**src/rtl/ssw_pkg.sv**
```systemverilog
// ----------------------------------------------------------------------------
// ssw_pkg
// shared types, codes and defaults of the stepwise swap sorter
// ----------------------------------------------------------------------------
package ssw_pkg;

  localparam int ENTRIES_DEF    = 256;
  localparam int VALUE_BITS_DEF = 16;

  // item actions
  localparam logic [1:0] ACT_LOAD = 2'd0;
  localparam logic [1:0] ACT_STEP = 2'd1;
  localparam logic [1:0] ACT_READ = 2'd2;

  // algorithm register codes
  localparam logic [1:0] ALG_BUBBLE    = 2'd0;
  localparam logic [1:0] ALG_SELECTION = 2'd1;
  localparam logic [1:0] ALG_FIRST_INV = 2'd2;
  localparam logic [1:0] ALG_COCKTAIL  = 2'd3;

  typedef enum logic [1:0] {
    WSRC_LOAD = 2'd0,
    WSRC_VB   = 2'd1,
    WSRC_VA   = 2'd2
  } wsrc_t;

  typedef struct packed {
    logic       cap_in;
    logic       rd;
    logic       latch_both;
    logic       latch_min;
    logic       we;
    wsrc_t      wsrc;
    logic       res_load;
    logic       res_swapped;
    logic       res_done;
    logic [7:0] res_first;
    logic [7:0] res_second;
    logic       res_rdv;
  } cmd_t;

  typedef struct packed {
    logic inv;
    logic min_gt;
    logic sel_swap;
  } stat_t;

endpackage

```
**src/rtl/ssw_datapath.sv**
```systemverilog
// ----------------------------------------------------------------------------
// ssw_datapath
// value memory, operand registers, comparators and result registers
// ----------------------------------------------------------------------------
module ssw_datapath import ssw_pkg::*; #(
  parameter int ENTRIES    = ENTRIES_DEF,
  parameter int VALUE_BITS = VALUE_BITS_DEF,
  localparam int AW        = $clog2(ENTRIES)
) (
  input  logic            clk,
  input  cmd_t            cmd,
  input  logic [AW-1:0]   ra,
  input  logic [AW-1:0]   rb,
  input  logic [AW-1:0]   waddr,
  input  logic [15:0]     value,
  output stat_t           stat,
  output logic            swapped,
  output logic            done_res,
  output logic [7:0]      first_index,
  output logic [7:0]      second_index,
  output logic [15:0]     read_value
);

  logic [VALUE_BITS-1:0] mem [ENTRIES];
  logic [VALUE_BITS-1:0] val_in;
  logic [VALUE_BITS-1:0] rd_a;
  logic [VALUE_BITS-1:0] rd_b;
  logic [VALUE_BITS-1:0] va;
  logic [VALUE_BITS-1:0] vb;
  logic [VALUE_BITS-1:0] wdata;
  logic [31:0]           in_wide;
  logic [31:0]           rd_wide;

  assign in_wide = 32'(value);
  assign rd_wide = 32'(rd_a);

  always_comb begin
    unique case (cmd.wsrc)
      WSRC_VB: wdata = vb;
      WSRC_VA: wdata = va;
      default: wdata = val_in;
    endcase
  end

  assign stat.inv      = rd_a > rd_b;
  assign stat.min_gt   = vb > rd_b;
  assign stat.sel_swap = vb < va;

  always_ff @(posedge clk) begin
    if (cmd.cap_in) begin
      val_in <= in_wide[VALUE_BITS-1:0];
    end
    if (cmd.we) begin
      mem[waddr] <= wdata;
    end
    if (cmd.rd) begin
      rd_a <= mem[ra];
      rd_b <= mem[rb];
    end
    if (cmd.latch_both) begin
      va <= rd_a;
      vb <= rd_b;
    end else if (cmd.latch_min && (vb > rd_b)) begin
      vb <= rd_b;
    end
    if (cmd.res_load) begin
      swapped      <= cmd.res_swapped;
      done_res     <= cmd.res_done;
      first_index  <= cmd.res_first;
      second_index <= cmd.res_second;
      read_value   <= cmd.res_rdv ? rd_wide[15:0] : 16'd0;
    end
  end

endmodule

```
**config.mk**
```make
export PLATFORM = sky130hd
export DESIGN_NAME = ssw_datapath
export DESIGN_NICKNAME = d
export VERILOG_FILES = /design/src/rtl/ssw_pkg.sv /design/src/rtl/ssw_datapath.sv
export SDC_FILE = /design/constraint.sdc
export NUM_CORES = 2
export LEC_CHECK = 0
export BUFFER_PORTS_ARGS = -buffer_cell sky130_fd_sc_hd__buf_4
export CAP_MARGIN = 15
export CELL_PAD_IN_SITES_DETAIL_PLACEMENT = 0
export CELL_PAD_IN_SITES_GLOBAL_PLACEMENT = 2
export CORE_UTILIZATION = 30
export CTS_CLUSTER_SIZE = 25
export DETAILED_ROUTE_END_ITERATION = 8
export GPL_ROUTABILITY_DRIVEN = 1
export GPL_TIMING_DRIVEN = 0
export HOLD_SLACK_MARGIN = 0.03
export PLACE_DENSITY = 0.54
export SYNTH_ARGS = -nofsm -noshare
export SYNTH_HDL_FRONTEND = slang
export SYNTH_SLANG_ARGS = --single-unit
```
**constraint.sdc**
```tcl
create_clock -name clk -period 35.6 [get_ports clk]
set_input_delay 5.34 -clock clk [delete_from_list [all_inputs] [get_ports clk]]
set_output_delay 5.34 -clock clk [all_outputs]
set_load 0.02 [all_outputs]
```
==> impl_metrics.env <==
export IMPL_drc=0
export IMPL_clockPowerShare=0.416
export IMPL_io_pins=105
export IMPL_antenna_found_initial=133
export IMPL_drive_above_1_share=0.321
export IMPL_post_route_util=0.362
export IMPL_hold_class="flip-flop to flip-flop"
export IMPL_period_share=0.335
export IMPL_ctsResizeCount=0
export IMPL_synth_cell_types=53
export IMPL_period_needed_ns=11.94
export IMPL_numCtsBuffers=475
export IMPL_status="finished, violations left"
export IMPL_yosys_most_used_dff="edfxtp_1"
export IMPL_path_max_fanout=10
export IMPL_via_per_inst=6.34
export IMPL_pwr_share_seq=0.461
export IMPL_cts_setup_buffers=0
export IMPL_fillers=59500
export IMPL_synth_seq_cells=4210
export IMPL_violations="max-slew violations"
export IMPL_ant_nets=0
export IMPL_die_area_um2=646000
export IMPL_clk_pin_slew_ns=0.06
export IMPL_multi_input_area_um2=64100
export IMPL_worst_pin_slew_ns=1.71
export IMPL_portBuffers=92
export IMPL_drv_slew=4
export IMPL_fin_hold_ws_ns=0.481
export IMPL_rrSetupSlack_ns=30.86
export IMPL_cts_tree="built"
export IMPL_switching_power_uw=3270
export IMPL_synth_fp_nets=10300
export IMPL_hold_viol_final=0
export IMPL_drtIter0Drc=21000
export IMPL_combPwrFrac=0.123
export IMPL_max_freq_mhz=83.8
export IMPL_ir_worst_vdd_uv=42.8
export IMPL_ys_seq_area_frac=0.656
export IMPL_intPower_uw=8910
export IMPL_register_area_um2=126000
export IMPL_p_leak_uw=0.0743
export IMPL_core_um2=640000
export IMPL_total_power_uw=12200
export IMPL_netlist_instances=10200
export IMPL_dpl_hpwl_mm=784
export IMPL_synth_top_area_share=0.656
export IMPL_setup_viol=0
export IMPL_overflow=0
export IMPL_slew_headroom=-0.142
export IMPL_synth_area_leaders="edfxtp_1 66%, mux4_2 18%, mux2i_1 5.5%"
export IMPL_path_class="input pin to flip-flop"
export IMPL_grt_first_pass_wirelength_mm=1330
export IMPL_grt_pass1_vias=123000
export IMPL_cp_arrival_ns=12.65
export IMPL_rsz0062_at_grt="false"
export IMPL_cap_viol_max_count=0
export IMPL_dr_pass1_iters=6
export IMPL_wirelength_mm=1060
export IMPL_clock_root_buffer="clkbuf_16"
export IMPL_postCtsHoldBufs=0
export IMPL_track_usage=0.320
export IMPL_wire_per_inst_um=52.2
export IMPL_initial_core_util=0.301
export IMPL_routabilityCongestion=1.01
export IMPL_synth_edf_count=4210
export IMPL_rows=294
export IMPL_grt_max_degree=41
export IMPL_startpoint_type="input pin"
export IMPL_async_reset_ff_frac=0
export IMPL_die_w_um=804
export IMPL_synth_area_leader_cell="edfxtp_1"
export IMPL_postSynthAreaPerCell_um2=18.9
export IMPL_synth_area_um2=193000
export IMPL_via_count=129000
export IMPL_skew_ns=0.0404
export IMPL_nNetsFinal=11400
export IMPL_clk_latency_ns=1.11
export IMPL_powerDensity_nw_per_um2=52.6
export IMPL_cts_sinks=4210
export IMPL_area_growth_syn_to_layout_pct=20.1
export IMPL_required_ns=36.31
export IMPL_die_y_um=804
export IMPL_swShare=0.269
export IMPL_synth_warnings=0
export IMPL_cp_end_kind="flip-flop"
export IMPL_htree_num_levels=5
export IMPL_clockBufferDepth=4
[state kept, by name (all words and copies together) (netlist names), 8 cells and up]
| name | flops |
|---|---|
| val_in | 16 |
| va | 16 |
| rd_a | 16 |
| rd_b | 16 |
| mem | 4096 |
| read_value | 16 |
| second_index | 8 |
| vb | 16 |
| first_index | 8 |
[cell type report]
cell class	count	area share
flip-flops and latches	4210	0.546
multi-input cells	5119	0.277
clock buffers	568	0.0533
well taps	8584	0.0464
repair buffers	642	0.0439
plain buffers	837	0.0187
clock inverters	304	0.0135
diodes	65	0.000702
inverters	35	0.000567
[path summary, 6_finish.rpt]
| check | to | cells after the start | startpoint |
|---|---|---|---|
| hold / removal | vb[8] | 0 | rd_b[8] |
| setup reg to reg | rd_b[15] | 6 | mem[139][15] |
| setup / recovery | rd_b[2] | 11 | rb[1] |
| hold reg to reg | vb[8] | 0 | rd_b[8] |
[cells by family (layout without fill, tap and decap cells)]
logic type               Yosys count  in the layout  share of synthesized area
multiplexers                    2643           2643                      0.240
other                              0             65                          0
adder cells (fa/ha/maj)           49             49                    0.00318
flip-flops                      4210           4210                      0.656
AO/OA/AOI/OAI                   1526           1526                     0.0544
AND/OR/NAND/NOR                  901            901                     0.0239
buffers and inverters            872           2386                     0.0226
[Yosys cell counts, types with 15 or more instances]
cell type,count
a211oi_1,20
a21oi_1,219
a221oi_1,110
a22o_1,218
a22oi_1,301
and2_1,21
and3_1,15
buf_1,60
buf_2,231
buf_4,124
buf_6,38
clkbuf_1,381
edfxtp_1,4210
ha_1,49
inv_1,35
mux2i_1,1060
mux4_2,1580
nand2_1,44
nand3_1,29
nand4_1,97
nor2_1,279
nor2b_1,43
nor3_1,191
nor4_1,144
o211ai_1,17
o21ai_0,62
o22ai_1,552
[power by group through the flow]
stage | registers [uW] | logic (uW) | clock network (uW)
detailed placement | 5720 | 1440 | 0
global placement | 6110 | 1280 | 0
floorplan | 5870 | 573 | 0
finish | 5620 | 1490 | 5070
global route | 5620 | 1480 | 5250
CTS | 5620 | 1440 | 5090
[per-stage QoR]
stage               std cells  cell area [um^2]  worst slack (ns)  TNS (ns)
finish                  20400            232000             23.66         0
global route            20300            231000             24.48         0
CTS                     20300            231000             24.40         0
detailed placement      19400            216000             23.24         0
global placement        18900            204000             -2.64  -2888.78
floorplan               10200            193000             17.35         0
[cell usage in the layout, fill, tap and decap left out, types with 29 or more instances in the layout]
cell type	instances
edfxtp_1	4210
mux4_2	1580
mux2i_1	1060
o22ai_1	537
clkbuf_16	480
clkbuf_1	394
a22oi_1	301
buf_2	265
buf_4	260
a22o_1	218
a21oi_1	212
buf_12	200
nor3_1	189
nor2_4	161
buf_8	158
a221oi_1	110
clkinv_1	109
buf_6	97
nand4_1	97
nor2_2	97
clkinv_2	91
nor4_1	83
clkbuf_2	75
buf_16	75
diode_2	65
nor4_2	62
bufinv_16	60
ha_1	49
nand2_1	44
buf_1	42
nor2b_1	42
o21ai_0	38
inv_1	35
nand3_1	29
[worst max-delay path: stages]
cell,delay (ns)
buf_4,0.15
buf_6,0.30
buf_6,0.53
buf_2,0.85
buf_2,0.70
buf_2,0.62
mux4_2,0.32
a22oi_1,0.36
a21oi_1,0.81
nand4_1,1.04
nor3_1,1.40
[metal layers]
metal | share of wire | up-vias | GRT usage
li1 | - | 46600 | -
met1 | 0.37 | 70700 | 0.400
met2 | 0.43 | 9578 | 0.476
met3 | 0.11 | 2213 | 0.0997
met4 | 0.083 | 54 | 0.217
met5 | 0.00038 | - | 0.00125
No activity file was read; power rests on OpenSTA's default activity.
