[config.mk]
export PLATFORM = sky130hd
export DESIGN_NAME = ssw_controller
export DESIGN_NICKNAME = d
export VERILOG_FILES = /design/src/rtl/ssw_pkg.sv /design/src/rtl/ssw_controller.sv
export SDC_FILE = /design/constraint.sdc
export NUM_CORES = 1
export LEC_CHECK = 0
export ABC_AREA = 0
export ABC_CLOCK_PERIOD_IN_PS = 5950
export BUFFER_PORTS_ARGS = -buffer_cell sky130_fd_sc_hd__buf_4
export CAP_MARGIN = 0
export CELL_PAD_IN_SITES_DETAIL_PLACEMENT = 1
export CELL_PAD_IN_SITES_GLOBAL_PLACEMENT = 2
export CORE_MARGIN = 2
export CORE_UTILIZATION = 37
export DETAILED_ROUTE_END_ITERATION = 16
export MAX_ROUTING_LAYER = met4
export PLACE_DENSITY_LB_ADDON = 0.1
export SYNTH_ARGS = -nofsm -noshare
export SYNTH_HDL_FRONTEND = slang
export SYNTH_SLANG_ARGS = --single-unit
[constraint.sdc]
create_clock -name clk -period 5.95 [get_ports clk]
set_clock_uncertainty 0.15 [all_clocks]
set_input_delay 0.8925 -clock clk [delete_from_list [all_inputs] [get_ports clk]]
set_output_delay 0.8925 -clock clk [all_outputs]
set_load 0.01 [all_outputs]
[src/rtl/ssw_pkg.sv]
// ----------------------------------------------------------------------------
// ssw_pkg
// shared types, codes and defaults of the stepwise swap sorter
// ----------------------------------------------------------------------------
package ssw_pkg;

  localparam int ENTRIES_DEF    = 256;
  localparam int VALUE_BITS_DEF = 16;

  // item actions
  localparam logic [1:0] ACT_LOAD = 2'd0;
  localparam logic [1:0] ACT_STEP = 2'd1;
  localparam logic [1:0] ACT_READ = 2'd2;

  // algorithm register codes
  localparam logic [1:0] ALG_BUBBLE    = 2'd0;
  localparam logic [1:0] ALG_SELECTION = 2'd1;
  localparam logic [1:0] ALG_FIRST_INV = 2'd2;
  localparam logic [1:0] ALG_COCKTAIL  = 2'd3;

  typedef enum logic [1:0] {
    WSRC_LOAD = 2'd0,
    WSRC_VB   = 2'd1,
    WSRC_VA   = 2'd2
  } wsrc_t;

  typedef struct packed {
    logic       cap_in;
    logic       rd;
    logic       latch_both;
    logic       latch_min;
    logic       we;
    wsrc_t      wsrc;
    logic       res_load;
    logic       res_swapped;
    logic       res_done;
    logic [7:0] res_first;
    logic [7:0] res_second;
    logic       res_rdv;
  } cmd_t;

  typedef struct packed {
    logic inv;
    logic min_gt;
    logic sel_swap;
  } stat_t;

endpackage

[src/rtl/ssw_controller.sv]
// ----------------------------------------------------------------------------
// ssw_controller
// sequencer for load, read and the four single-swap sort steps
// ----------------------------------------------------------------------------
module ssw_controller import ssw_pkg::*; #(
  parameter int ENTRIES = ENTRIES_DEF,
  localparam int AW     = $clog2(ENTRIES),
  localparam int PW     = $clog2(ENTRIES + 1)
) (
  input  logic          clk,
  input  logic          rst,
  input  logic          cfg_valid,
  output logic          cfg_ready,
  input  logic [1:0]    cfg_data,
  input  logic          in_valid,
  output logic          in_ready,
  input  logic [1:0]    action,
  input  logic [7:0]    index,
  output logic          out_valid,
  input  logic          out_ready,
  input  stat_t         stat,
  output cmd_t          cmd,
  output logic [AW-1:0] ra,
  output logic [AW-1:0] rb,
  output logic [AW-1:0] waddr
);

  typedef enum logic [15:0] {
    S_IDLE     = 16'b0000000000000001,
    S_LOAD     = 16'b0000000000000010,
    S_RD       = 16'b0000000000000100,
    S_CHK_RD   = 16'b0000000000001000,
    S_CHK_EV   = 16'b0000000000010000,
    S_SCAN_RD  = 16'b0000000000100000,
    S_SCAN_EV  = 16'b0000000001000000,
    S_CK       = 16'b0000000010000000,
    S_SEL_RD   = 16'b0000000100000000,
    S_SEL_EV   = 16'b0000001000000000,
    S_SEL_KRD  = 16'b0000010000000000,
    S_SEL_KEV  = 16'b0000100000000000,
    S_SEL_DEC  = 16'b0001000000000000,
    S_SWAP_X   = 16'b0010000000000000,
    S_SWAP_Y   = 16'b0100000000000000,
    S_RESULT   = 16'b1000000000000000
  } state_t;

  localparam logic [AW-1:0] LAST_A = AW'(ENTRIES - 1);
  localparam logic [AW-1:0] PEN_A  = AW'(ENTRIES - 2);
  localparam logic [AW:0]   ENT_K  = (AW + 1)'(ENTRIES);
  localparam logic [PW-1:0] ENT_P  = PW'(ENTRIES);

  state_t        state;
  logic [1:0]    alg;
  logic [7:0]    idx;
  logic          idx_ok;
  logic [AW-1:0] idx_a;
  logic [AW+7:0] idx_wide;
  logic [AW-1:0] j;
  logic [AW-1:0] p;
  logic [AW-1:0] m;
  logic [AW:0]   k;
  logic [AW-1:0] sx;
  logic [AW-1:0] sy;
  logic          ck_back;
  logic          ck_dir;
  logic [AW-1:0] scan_pos;
  logic [AW-1:0] outer_pos;
  logic          back_dir;
  logic [PW-1:0] pass_cnt;
  logic [PW-1:0] pc_inc;
  logic [PW-1:0] pc_diff;
  logic [AW-1:0] pass_j;
  logic          rs_swap;
  logic          rs_done;
  logic          rs_rdv;
  logic [7:0]    rs_lo;
  logic [7:0]    rs_hi;
  logic [AW+7:0] sx_wide;
  logic [AW+7:0] sy_wide;
  logic          out_free;
  logic [AW:0]   k_inc;

  assign cfg_ready = 1'b1;
  assign in_ready  = (state == S_IDLE);
  assign out_free  = !out_valid || out_ready;
  assign idx_ok    = 32'(idx) < 32'(ENTRIES);
  assign idx_wide  = (AW + 8)'(idx);
  assign idx_a     = idx_wide[AW-1:0];
  assign sx_wide   = (AW + 8)'(sx);
  assign sy_wide   = (AW + 8)'(sy);
  assign k_inc     = k + 1'b1;

  // cocktail pass end: saturating pass count and backward start point
  assign pc_inc  = (pass_cnt < ENT_P) ? pass_cnt + 1'b1 : pass_cnt;
  assign pc_diff = ENT_P - pc_inc;
  assign pass_j  = (pc_inc >= ENT_P) ? '0 : pc_diff[AW-1:0];

  always_comb begin
    cmd             = '0;
    cmd.wsrc        = WSRC_LOAD;
    cmd.cap_in      = in_valid && in_ready;
    cmd.res_swapped = rs_swap;
    cmd.res_done    = rs_done;
    cmd.res_first   = rs_lo;
    cmd.res_second  = rs_hi;
    cmd.res_rdv     = rs_rdv;
    ra              = j;
    rb              = j + 1'b1;
    waddr           = idx_a;
    unique case (state)
      S_LOAD: begin
        cmd.we = idx_ok;
      end
      S_RD: begin
        cmd.rd = 1'b1;
        ra     = idx_a;
      end
      S_CHK_RD, S_SCAN_RD: begin
        cmd.rd = 1'b1;
      end
      S_CHK_EV, S_SCAN_EV, S_SEL_EV: begin
        cmd.latch_both = 1'b1;
      end
      S_SEL_RD: begin
        cmd.rd = 1'b1;
        ra     = p;
        rb     = p + 1'b1;
      end
      S_SEL_KRD: begin
        cmd.rd = 1'b1;
        ra     = p;
        rb     = k[AW-1:0];
      end
      S_SEL_KEV: begin
        cmd.latch_min = 1'b1;
      end
      S_SWAP_X: begin
        cmd.we   = 1'b1;
        cmd.wsrc = WSRC_VB;
        waddr    = sx;
      end
      S_SWAP_Y: begin
        cmd.we   = 1'b1;
        cmd.wsrc = WSRC_VA;
        waddr    = sy;
      end
      S_RESULT: begin
        cmd.res_load = out_free;
      end
      default: begin
      end
    endcase
  end

  always_ff @(posedge clk) begin
    if (rst) begin
      state     <= S_IDLE;
      out_valid <= 1'b0;
      alg       <= ALG_BUBBLE;
      scan_pos  <= '0;
      outer_pos <= '0;
      back_dir  <= 1'b0;
      pass_cnt  <= PW'(1);
    end else begin
      if (cfg_valid) begin
        alg <= cfg_data;
      end
      if (cmd.res_load) begin
        out_valid <= 1'b1;
      end else if (out_ready) begin
        out_valid <= 1'b0;
      end
      unique case (state)
        S_IDLE: begin
          if (in_valid) begin
            idx     <= index;
            rs_swap <= 1'b0;
            rs_done <= 1'b0;
            rs_rdv  <= 1'b0;
            rs_lo   <= '0;
            rs_hi   <= '0;
            j       <= '0;
            priority case (action)
              ACT_LOAD: state <= S_LOAD;
              ACT_READ: state <= S_RD;
              ACT_STEP: state <= S_CHK_RD;
              default:  state <= S_RESULT;
            endcase
          end
        end
        S_LOAD: begin
          scan_pos  <= '0;
          outer_pos <= '0;
          back_dir  <= 1'b0;
          pass_cnt  <= PW'(1);
          state     <= S_RESULT;
        end
        S_RD: begin
          rs_rdv <= idx_ok;
          state  <= S_RESULT;
        end
        S_CHK_RD: begin
          state <= S_CHK_EV;
        end
        S_CHK_EV: begin
          if (stat.inv) begin
            priority case (alg)
              ALG_FIRST_INV: begin
                sx        <= j;
                sy        <= j + 1'b1;
                scan_pos  <= '0;
                outer_pos <= '0;
                state     <= S_SWAP_X;
              end
              ALG_BUBBLE: begin
                j     <= (scan_pos >= LAST_A) ? '0 : scan_pos;
                state <= S_SCAN_RD;
              end
              ALG_SELECTION: begin
                p     <= (outer_pos >= LAST_A) ? '0 : outer_pos;
                state <= S_SEL_RD;
              end
              default: begin
                j       <= scan_pos;
                ck_back <= back_dir;
                ck_dir  <= back_dir;
                state   <= S_CK;
              end
            endcase
          end else if (j == PEN_A) begin
            rs_done <= 1'b1;
            if (alg == ALG_SELECTION) begin
              outer_pos <= '0;
            end else if (alg == ALG_FIRST_INV) begin
              outer_pos <= '0;
              scan_pos  <= '0;
            end
            state <= S_RESULT;
          end else begin
            j     <= j + 1'b1;
            state <= S_CHK_RD;
          end
        end
        S_CK: begin
          if (!ck_back) begin
            if (j >= LAST_A) begin
              pass_cnt <= pc_inc;
              j        <= pass_j;
              ck_dir   <= 1'b1;
              ck_back  <= 1'b1;
            end else begin
              state <= S_SCAN_RD;
            end
          end else begin
            j     <= (j > PEN_A) ? PEN_A : j;
            state <= S_SCAN_RD;
          end
        end
        S_SCAN_RD: begin
          state <= S_SCAN_EV;
        end
        S_SCAN_EV: begin
          if (stat.inv) begin
            sx       <= j;
            sy       <= j + 1'b1;
            scan_pos <= j;
            if (alg == ALG_COCKTAIL) begin
              back_dir <= ck_dir;
            end
            state <= S_SWAP_X;
          end else if (alg == ALG_BUBBLE) begin
            j     <= (j == PEN_A) ? '0 : j + 1'b1;
            state <= S_SCAN_RD;
          end else begin
            state <= S_CK;
            if (!ck_back) begin
              if (j == PEN_A) begin
                pass_cnt <= pc_inc;
                j        <= pass_j;
                ck_dir   <= 1'b1;
                ck_back  <= 1'b1;
              end else begin
                j <= j + 1'b1;
              end
            end else if (j == '0) begin
              ck_dir  <= 1'b0;
              ck_back <= 1'b0;
            end else begin
              j <= j - 1'b1;
              if (j == AW'(1)) begin
                ck_dir <= 1'b0;
              end
            end
          end
        end
        S_SEL_RD: begin
          state <= S_SEL_EV;
        end
        S_SEL_EV: begin
          m <= p + 1'b1;
          k <= (AW + 1)'(p) + (AW + 1)'(2);
          if (((AW + 1)'(p) + (AW + 1)'(2)) < ENT_K) begin
            state <= S_SEL_KRD;
          end else begin
            state <= S_SEL_DEC;
          end
        end
        S_SEL_KRD: begin
          state <= S_SEL_KEV;
        end
        S_SEL_KEV: begin
          if (stat.min_gt) begin
            m <= k[AW-1:0];
          end
          k     <= k_inc;
          state <= (k_inc < ENT_K) ? S_SEL_KRD : S_SEL_DEC;
        end
        S_SEL_DEC: begin
          if (stat.sel_swap) begin
            sx        <= p;
            sy        <= m;
            outer_pos <= p;
            state     <= S_SWAP_X;
          end else begin
            p     <= (p == PEN_A) ? '0 : p + 1'b1;
            state <= S_SEL_RD;
          end
        end
        S_SWAP_X: begin
          state <= S_SWAP_Y;
        end
        S_SWAP_Y: begin
          rs_swap <= 1'b1;
          rs_lo   <= sx_wide[7:0];
          rs_hi   <= sy_wide[7:0];
          state   <= S_RESULT;
        end
        S_RESULT: begin
          if (out_free) begin
            state <= S_IDLE;
          end
        end
        default: begin
          state <= S_IDLE;
        end
      endcase
    end
  end

endmodule

==> reports/metrics.yaml, run 1 <==
ys_warn_count: 0
critPathLaunch: "state[8]"
final.period_utilization_pct: 79.84
relSlewSlack_pct: 18.68
post-cts-setup-buffers: 0
grt_max_degree: 47
critPathMaxFanout: 11
final.fill_count: 2352
die-area_sq_um: 21380
dr_total_vias: 6547
seq_area_sq_um: 3243
hold_start: "scan_pos[4]"
crit_type: "reg2out"
synth_edf_count: 78
crit_chain: "nor4_2 -> nand2_1 -> nor4b_2 -> nor2_1 -> nand2_1 -> nand2_1 -> buf_4"
fin_util_pct: 43.65
hold_class: "reg2reg"
yosysTopAreaCellShare_pct: 31.30
drv_cap: 0
fmax_mhz: 210.5
fp-row-count: 52
gp_congestion: 0.8755
worstSkewPairLatency_ns: 0.43
rrSetupSlack_ns: 2.07
synthTopCellsByCount: "nand2_1 (104), edfxtp_1 (78), nor2_1 (77), a21oi_1 (73), dfxtp_1 (45)"
yosysSeqAreaShare_pct: 43.34
cts-root-buf: "clkbuf_16"
coreArea_sq_um: 20040
portBuffers: 72
required_ns: 4.91
syn_inst: 824
h-tree-depth: 4
synth_top_cell_by_area: "edfxtp_1"
firstDrtPassIters: 5
drt_iter0_markers: 432
multi_input_area_sq_um: 3875
power.leakage_nw: 3.175
synth_area_leaders: "edfxtp_1 (31%), dfxtp_1 (12%), nand2_1 (5.2%)"
p_seq_share_pct: 41.4
synth_fp_nets: 862
final_net_count: 899
drive_gt1_share_pct: 15.90
cpMostUsedCell: "nand2_1"
wirelength_um: 24880
p_comb_share_pct: 12.7
cts_resized: 0
drtAntennaViolNets: 0
p_switching_mw: 0.6520
syn-cell-area_sq_um: 7482
overflow: 0
clock_path_buffers: 2
postCtsHoldBufs: 0
period_needed_ns: 4.750
ys_ff_latch: 123
die_h_um: 146.2
antenna_found_initial: 0
p_per_area_nw_per_um2: 272.0
async_reset_ff_share_pct: 0
hold_viol: 0
synth_most_common_cell: "nand2_1"
grt_use_total_pct: 24.39
grt_pass1_vias: 6665
antenna_cells: 0
hold_end: "scan_pos[4]"
p_int_mw: 1.728
io_pins: 74
cp-end-kind: "output port"
drc: 0
cts_sinks: 123
worst_hold_path.num_cells: 2
reg2reg_depth: 6
r2r_end: "pass_cnt[3]"
synth_flop_cell: "edfxtp_1"
setup_violations: 0
rsz0062_at_grt: "false"
max-vdd-ir-drop_mv: 0.1756
area_growth_pct: 16.91
worstPathArrival_ns: 3.71
dieWidth_um: 146.2
tns_ns: 0
hpwl_um: 18450
status: "complete, no violations"
post_drt_via_cell_ratio: 5.723
cts_made_buffers: 17
netlist-cell-type-count: 89
cts_tree: "done"
cp_slowest_cell: "nor4b_2"
tightest_slew_ns: 1.217
slew_violations: 0
grt_pass1_wl_um: 39300
timing.rr.start: "state[6]"
power.clock.fraction_pct: 46.0
clkTransAtPathRegs_ns: 0.06
start_util_pct: 37.34
slowest_delay_ns: 1.01
swShare_pct: 27.40
fin_hold_ws_ns: 0.3339
drt-wirelength-per-cell_um: 21.75
critPathLaunchType: "register"
syn_area_per_cell_sq_um: 9.080
flip-flops by register name, summed over array words and instances (netlist names), 8 cells and up:
signal,flops
sy,8
scan_pos,8
rs_lo,8
pass_cnt,9
rs_hi,8
p,8
sx,8
state,16
m,8
k,9
outer_pos,8
j,8
idx,8
worst max path at each step:
stage | endpoint | slack (ns) | depth (start not counted)
final | ra[1] | 1.20 | 7
after global placement | ra[0] | 1.86 | 7
after CTS | ra[1] | 1.19 | 7
after detailed placement | ra[1] | 1.66 | 7
after global routing | ra[1] | 0.86 | 7
after floorplan | sx[0] | 1.06 | 6
cells by family after synthesis:
kind of cell             share of synthesized area (%)
XOR/XNOR                                         5.619
flip-flops                                       43.34
adder cells (fa/ha/maj)                          3.010
AO/OA/AOI/OAI                                    16.51
multiplexers                                     1.338
buffers and inverters                            5.084
AND/OR/NAND/NOR                                  25.05
other                                          0.05012
placed cells by master, fill, tap and decap left out, types with 3 or more instances in the layout:
master and instances:
a211oi_1 3, a21oi_1 73, a221o_1 8, a22oi_1 14, a31oi_1 9, and2_1 17, and3_1 10, and4_1 6
buf_4 80, bufinv_16 3, clkbuf_16 17, dfxtp_1 45, edfxtp_1 78, ha_1 18, inv_1 20, inv_6 6
mux2i_1 10, nand2_1 104, nand2b_1 18, nand3_1 29, nand4_1 16, nand4b_1 7, nor2_1 77, nor2b_1 8
nor3_1 9, nor3b_1 7, nor4_1 7, nor4_4 3, nor4b_1 5, o21ai_0 35, o221ai_1 5, o22ai_1 4
o31ai_1 3, or3_1 3, or4_4 3, xnor2_1 25, xor2_1 23
per-stage QoR:
step                      power, mW  cells  area [sq um]  setup WS [ns]
after floorplan               1.160    824          7482          1.056
after global placement        1.296   1112          8135          1.864
after detailed placement      1.303   1112          8135          1.658
after CTS                     2.399   1144          8747          1.189
after global routing          2.459   1144          8747         0.8623
final                         2.380   1144          8747          1.200
worst max-delay path, delay by kind of cell (launching register included):
family	cells	cell delay, ns
and+or+nand+nor	6	2.75
DFF	1	0.38
buffers and inverters	1	0.14
cell type report:
cell class | instances | share of cell area, %
Multi-Input combinational cell | 618 | 44.30
Clock inverter | 15 | 2.131
Inverter | 21 | 0.9012
Timing Repair Buffer | 80 | 6.866
Clock buffer | 17 | 4.863
Tap cell | 270 | 3.862
Sequential cell | 123 | 37.08
routing by layer:
| layer | vias up | track usage [%] | share of wire (%) |
|---|---|---|---|
| met4 | 0 | 6.845 | 1.6 |
| met5 | - | - | 0 |
| met3 | 34 | 4.656 | 4.6 |
| li1 | 3075 | - | - |
| met1 | 3289 | 32.20 | 46 |
| met2 | 149 | 38.47 | 47 |
power groups by stage:
stage	Clock, mW	Combinational (mW)	Sequential, mW
final	1.09	0.301	0.985
after global routing	1.14	0.328	0.987
after CTS	1.11	0.303	0.984
after detailed placement	0	0.301	1.00
after global placement	0	0.295	1.00
after floorplan	0	0.181	0.979
Power figures use the tool's default switching activity.
==> run 2: changes to the inputs <==
- ABC_CLOCK_PERIOD_IN_PS: 5950 -> 4550
- clock period: 5.95 -> 4.55 ns (I/O delays scaled with it)
==> run 2 against run 1 <==
Against the previous run: clock-buffer cell count unchanged; cell count increased by 0.79%; cell area increased by 0.74%; via count increased by 0.46%; largest power group unchanged; largest cell class unchanged; global-route usage increased by 0.92 points; combinational power increased by 36%; utilization increased by 0.32 points; first-iteration DRC count decreased by 16%; worst setup slack got worse by 0.77 ns; hold slack got worse by 0.054 ns.
==> reports/metrics.yaml, run 2 (same netlist as run 1, synthesis figures left out) <==
status: "complete, no violations"  # unchanged
largestRegisters: "state (16), k (9), pass_cnt (9)"  # unchanged
worstSkewPairLatency_ns: 0.43  # about the same
drt_iter0_markers: 363  # was 432
largest_reg_flops: 16  # unchanged
required_ns: 3.72  # was 4.91 ns
seq_area_sq_um: 3243  # unchanged
rsz0062_at_grt: "false"  # unchanged
final_net_count: 907  # was 899
coreArea_sq_um: 20040  # unchanged
final_cell_mix: "nand2_1 (104), buf_4 (88), edfxtp_1 (78)"  # was nand2_1 (104), buf_4 (80), edfxtp_1 (78)
critPathLaunchType: "register"  # unchanged
io_pins: 74  # unchanged
crit_chain: "nor4_4 -> nand4_1 -> nor2_1 -> nor2_1 -> nand2_1 -> nand2_1 -> buf_4"  # was nor4_2 -> nand2_1 -> nor4b_2 -> nor2_1 -> nand2_1 -> nand2_1 -> buf_4
top_register: "state"  # unchanged
die-area_sq_um: 21380  # unchanged
relSlewSlack_pct: 18.43  # was 18.68%
slew_violations: 0  # unchanged
worstPathArrival_ns: 3.29  # was 3.71 ns
fin_util_pct: 43.97  # was 43.65%
critPathMaxFanout: 10  # was 11
area_growth_pct: 17.78  # was 16.91%
grt_use_met3_pct: 5.406  # was 4.656%
power_mw: 3.129  # was 2.380 mW
hpwl_um: 19330  # was 18450 um
crit_buf_inv: 1  # unchanged
post-cts-setup-buffers: 0  # unchanged
h-tree-depth: 4  # unchanged
placed_cells: 1120  # was 1112
cts_made_buffers: 17  # unchanged
cts_sinks: 123  # unchanged
multi_input_area_sq_um: 3875  # unchanged
hold_viol: 0  # unchanged
slowest_delay_ns: 0.62  # was 1.01 ns
dieWidth_um: 146.2  # unchanged
setup_slack_ns: 0.4260  # was 1.200 ns
grt_max_degree: 35  # was 47
p_per_area_nw_per_um2: 355.1  # was 272.0 nW/um^2
cts_resized: 0  # unchanged
crit_family: "simple AND/OR/NAND/NOR gates"  # unchanged
period_needed_ns: 4.124
fp-row-count: 52  # unchanged
cp-end-kind: "output port"  # unchanged
dr_total_vias: 6577  # was 6547
clkTransAtPathRegs_ns: 0.07  # was 0.06 ns
layout_commonest_cell: "nand2_1"  # unchanged
post_drt_via_cell_ratio: 5.704  # was 5.723
drt-wirelength-per-cell_um: 22.38  # was 21.75 um
crit_type: "reg2out"  # unchanged
final.period_utilization_pct: 90.64
max-vdd-ir-drop_mv: 0.2112  # was 0.1756 mV
start_util_pct: 37.34  # unchanged
clock_path_buffers: 2  # unchanged
design_area_sq_um: 8812  # was 8747 sq um
grtUsageMet2_pct: 39.58  # was 38.47%
final-instance-count-excl-fill: 1153  # was 1144
power.leakage_nw: 3.221  # was 3.175 nW
cts_tree: "done"  # unchanged
fin_hold_ws_ns: 0.2796  # was 0.3339 ns
wirelength_um: 25810  # was 24880 um
drc: 0  # unchanged
drtAntennaViolNets: 0  # unchanged
firstDrtPassIters: 5  # unchanged
antenna_found_initial: 1  # was 0
portBuffers: 72  # unchanged
final.fill_count: 2354  # was 2352
grt_pass1_wl_um: 40590  # was 39300 um
place_ws_ns: 0.9262  # was 1.658 ns
tightest_slew_ns: 1.224  # was 1.217 ns
grt.busiest_layer: "met2"  # unchanged
grt_use_met1_pct: 32.83  # was 32.20%
tns_ns: 0  # unchanged
gp_congestion: 0.8812  # was 0.8755
cp_slowest_cell: "nor4_4"  # was nor4b_2
drv_cap: 0  # unchanged
grt_use_total_pct: 25.31  # was 24.39%
placed_area_sq_um: 8195  # was 8135 sq um
grt_pass1_vias: 6793  # was 6665
cts-root-buf: "clkbuf_16"  # unchanged
hold_class: "in2reg"  # was reg2reg
drive_gt1_share_pct: 16.67  # was 15.90%
fmax_mhz: 242.5
postCtsHoldBufs: 0  # unchanged
overflow: 0  # unchanged
die_h_um: 146.2  # unchanged
setup_violations: 0  # unchanged
[run 2: changes by cell type in the layout (fill, tap and decap cells not counted)]
cell        change
buf_4           +8
clkinv_4        +5
inv_6           -3
clkinvlp_4      -2
diode_2         +1
[run 2: power by group]
part	switching, mW	internal (mW)	leakage, nW
logic	0.252	0.157	1.82
registers	0.0467	1.23	1.10
clock network	0.569	0.872	0.302
[run 2: routing by layer]
layer	vias up	wire [um]
met3	47	1320
li1	3080	-
met1	3259	11820
met4	0	699
met2	191	11970
met5	-	0
[run 2: final timing paths]
kind / from / to / slack, ns / depth (start not counted)
worst max-delay path: state[4] / ra[3] / 0.43 / 7
worst min-delay path: index[0] / idx[0] / 0.28 / 1
worst max register to register: state[8] / j[4] / 1.15 / 5
worst min register to register: scan_pos[4] / scan_pos[4] / 0.34 / 2
[run 2: layout make-up]
class	instances	share of cell area, %
Sequential cell	123	36.80
Multi-Input combinational cell	618	43.97
Timing Repair Buffer	88	7.497
Antenna cell	1	0.02840
Clock inverter	15	2.144
Inverter	21	0.8945
Tap cell	270	3.834
Clock buffer	17	4.827
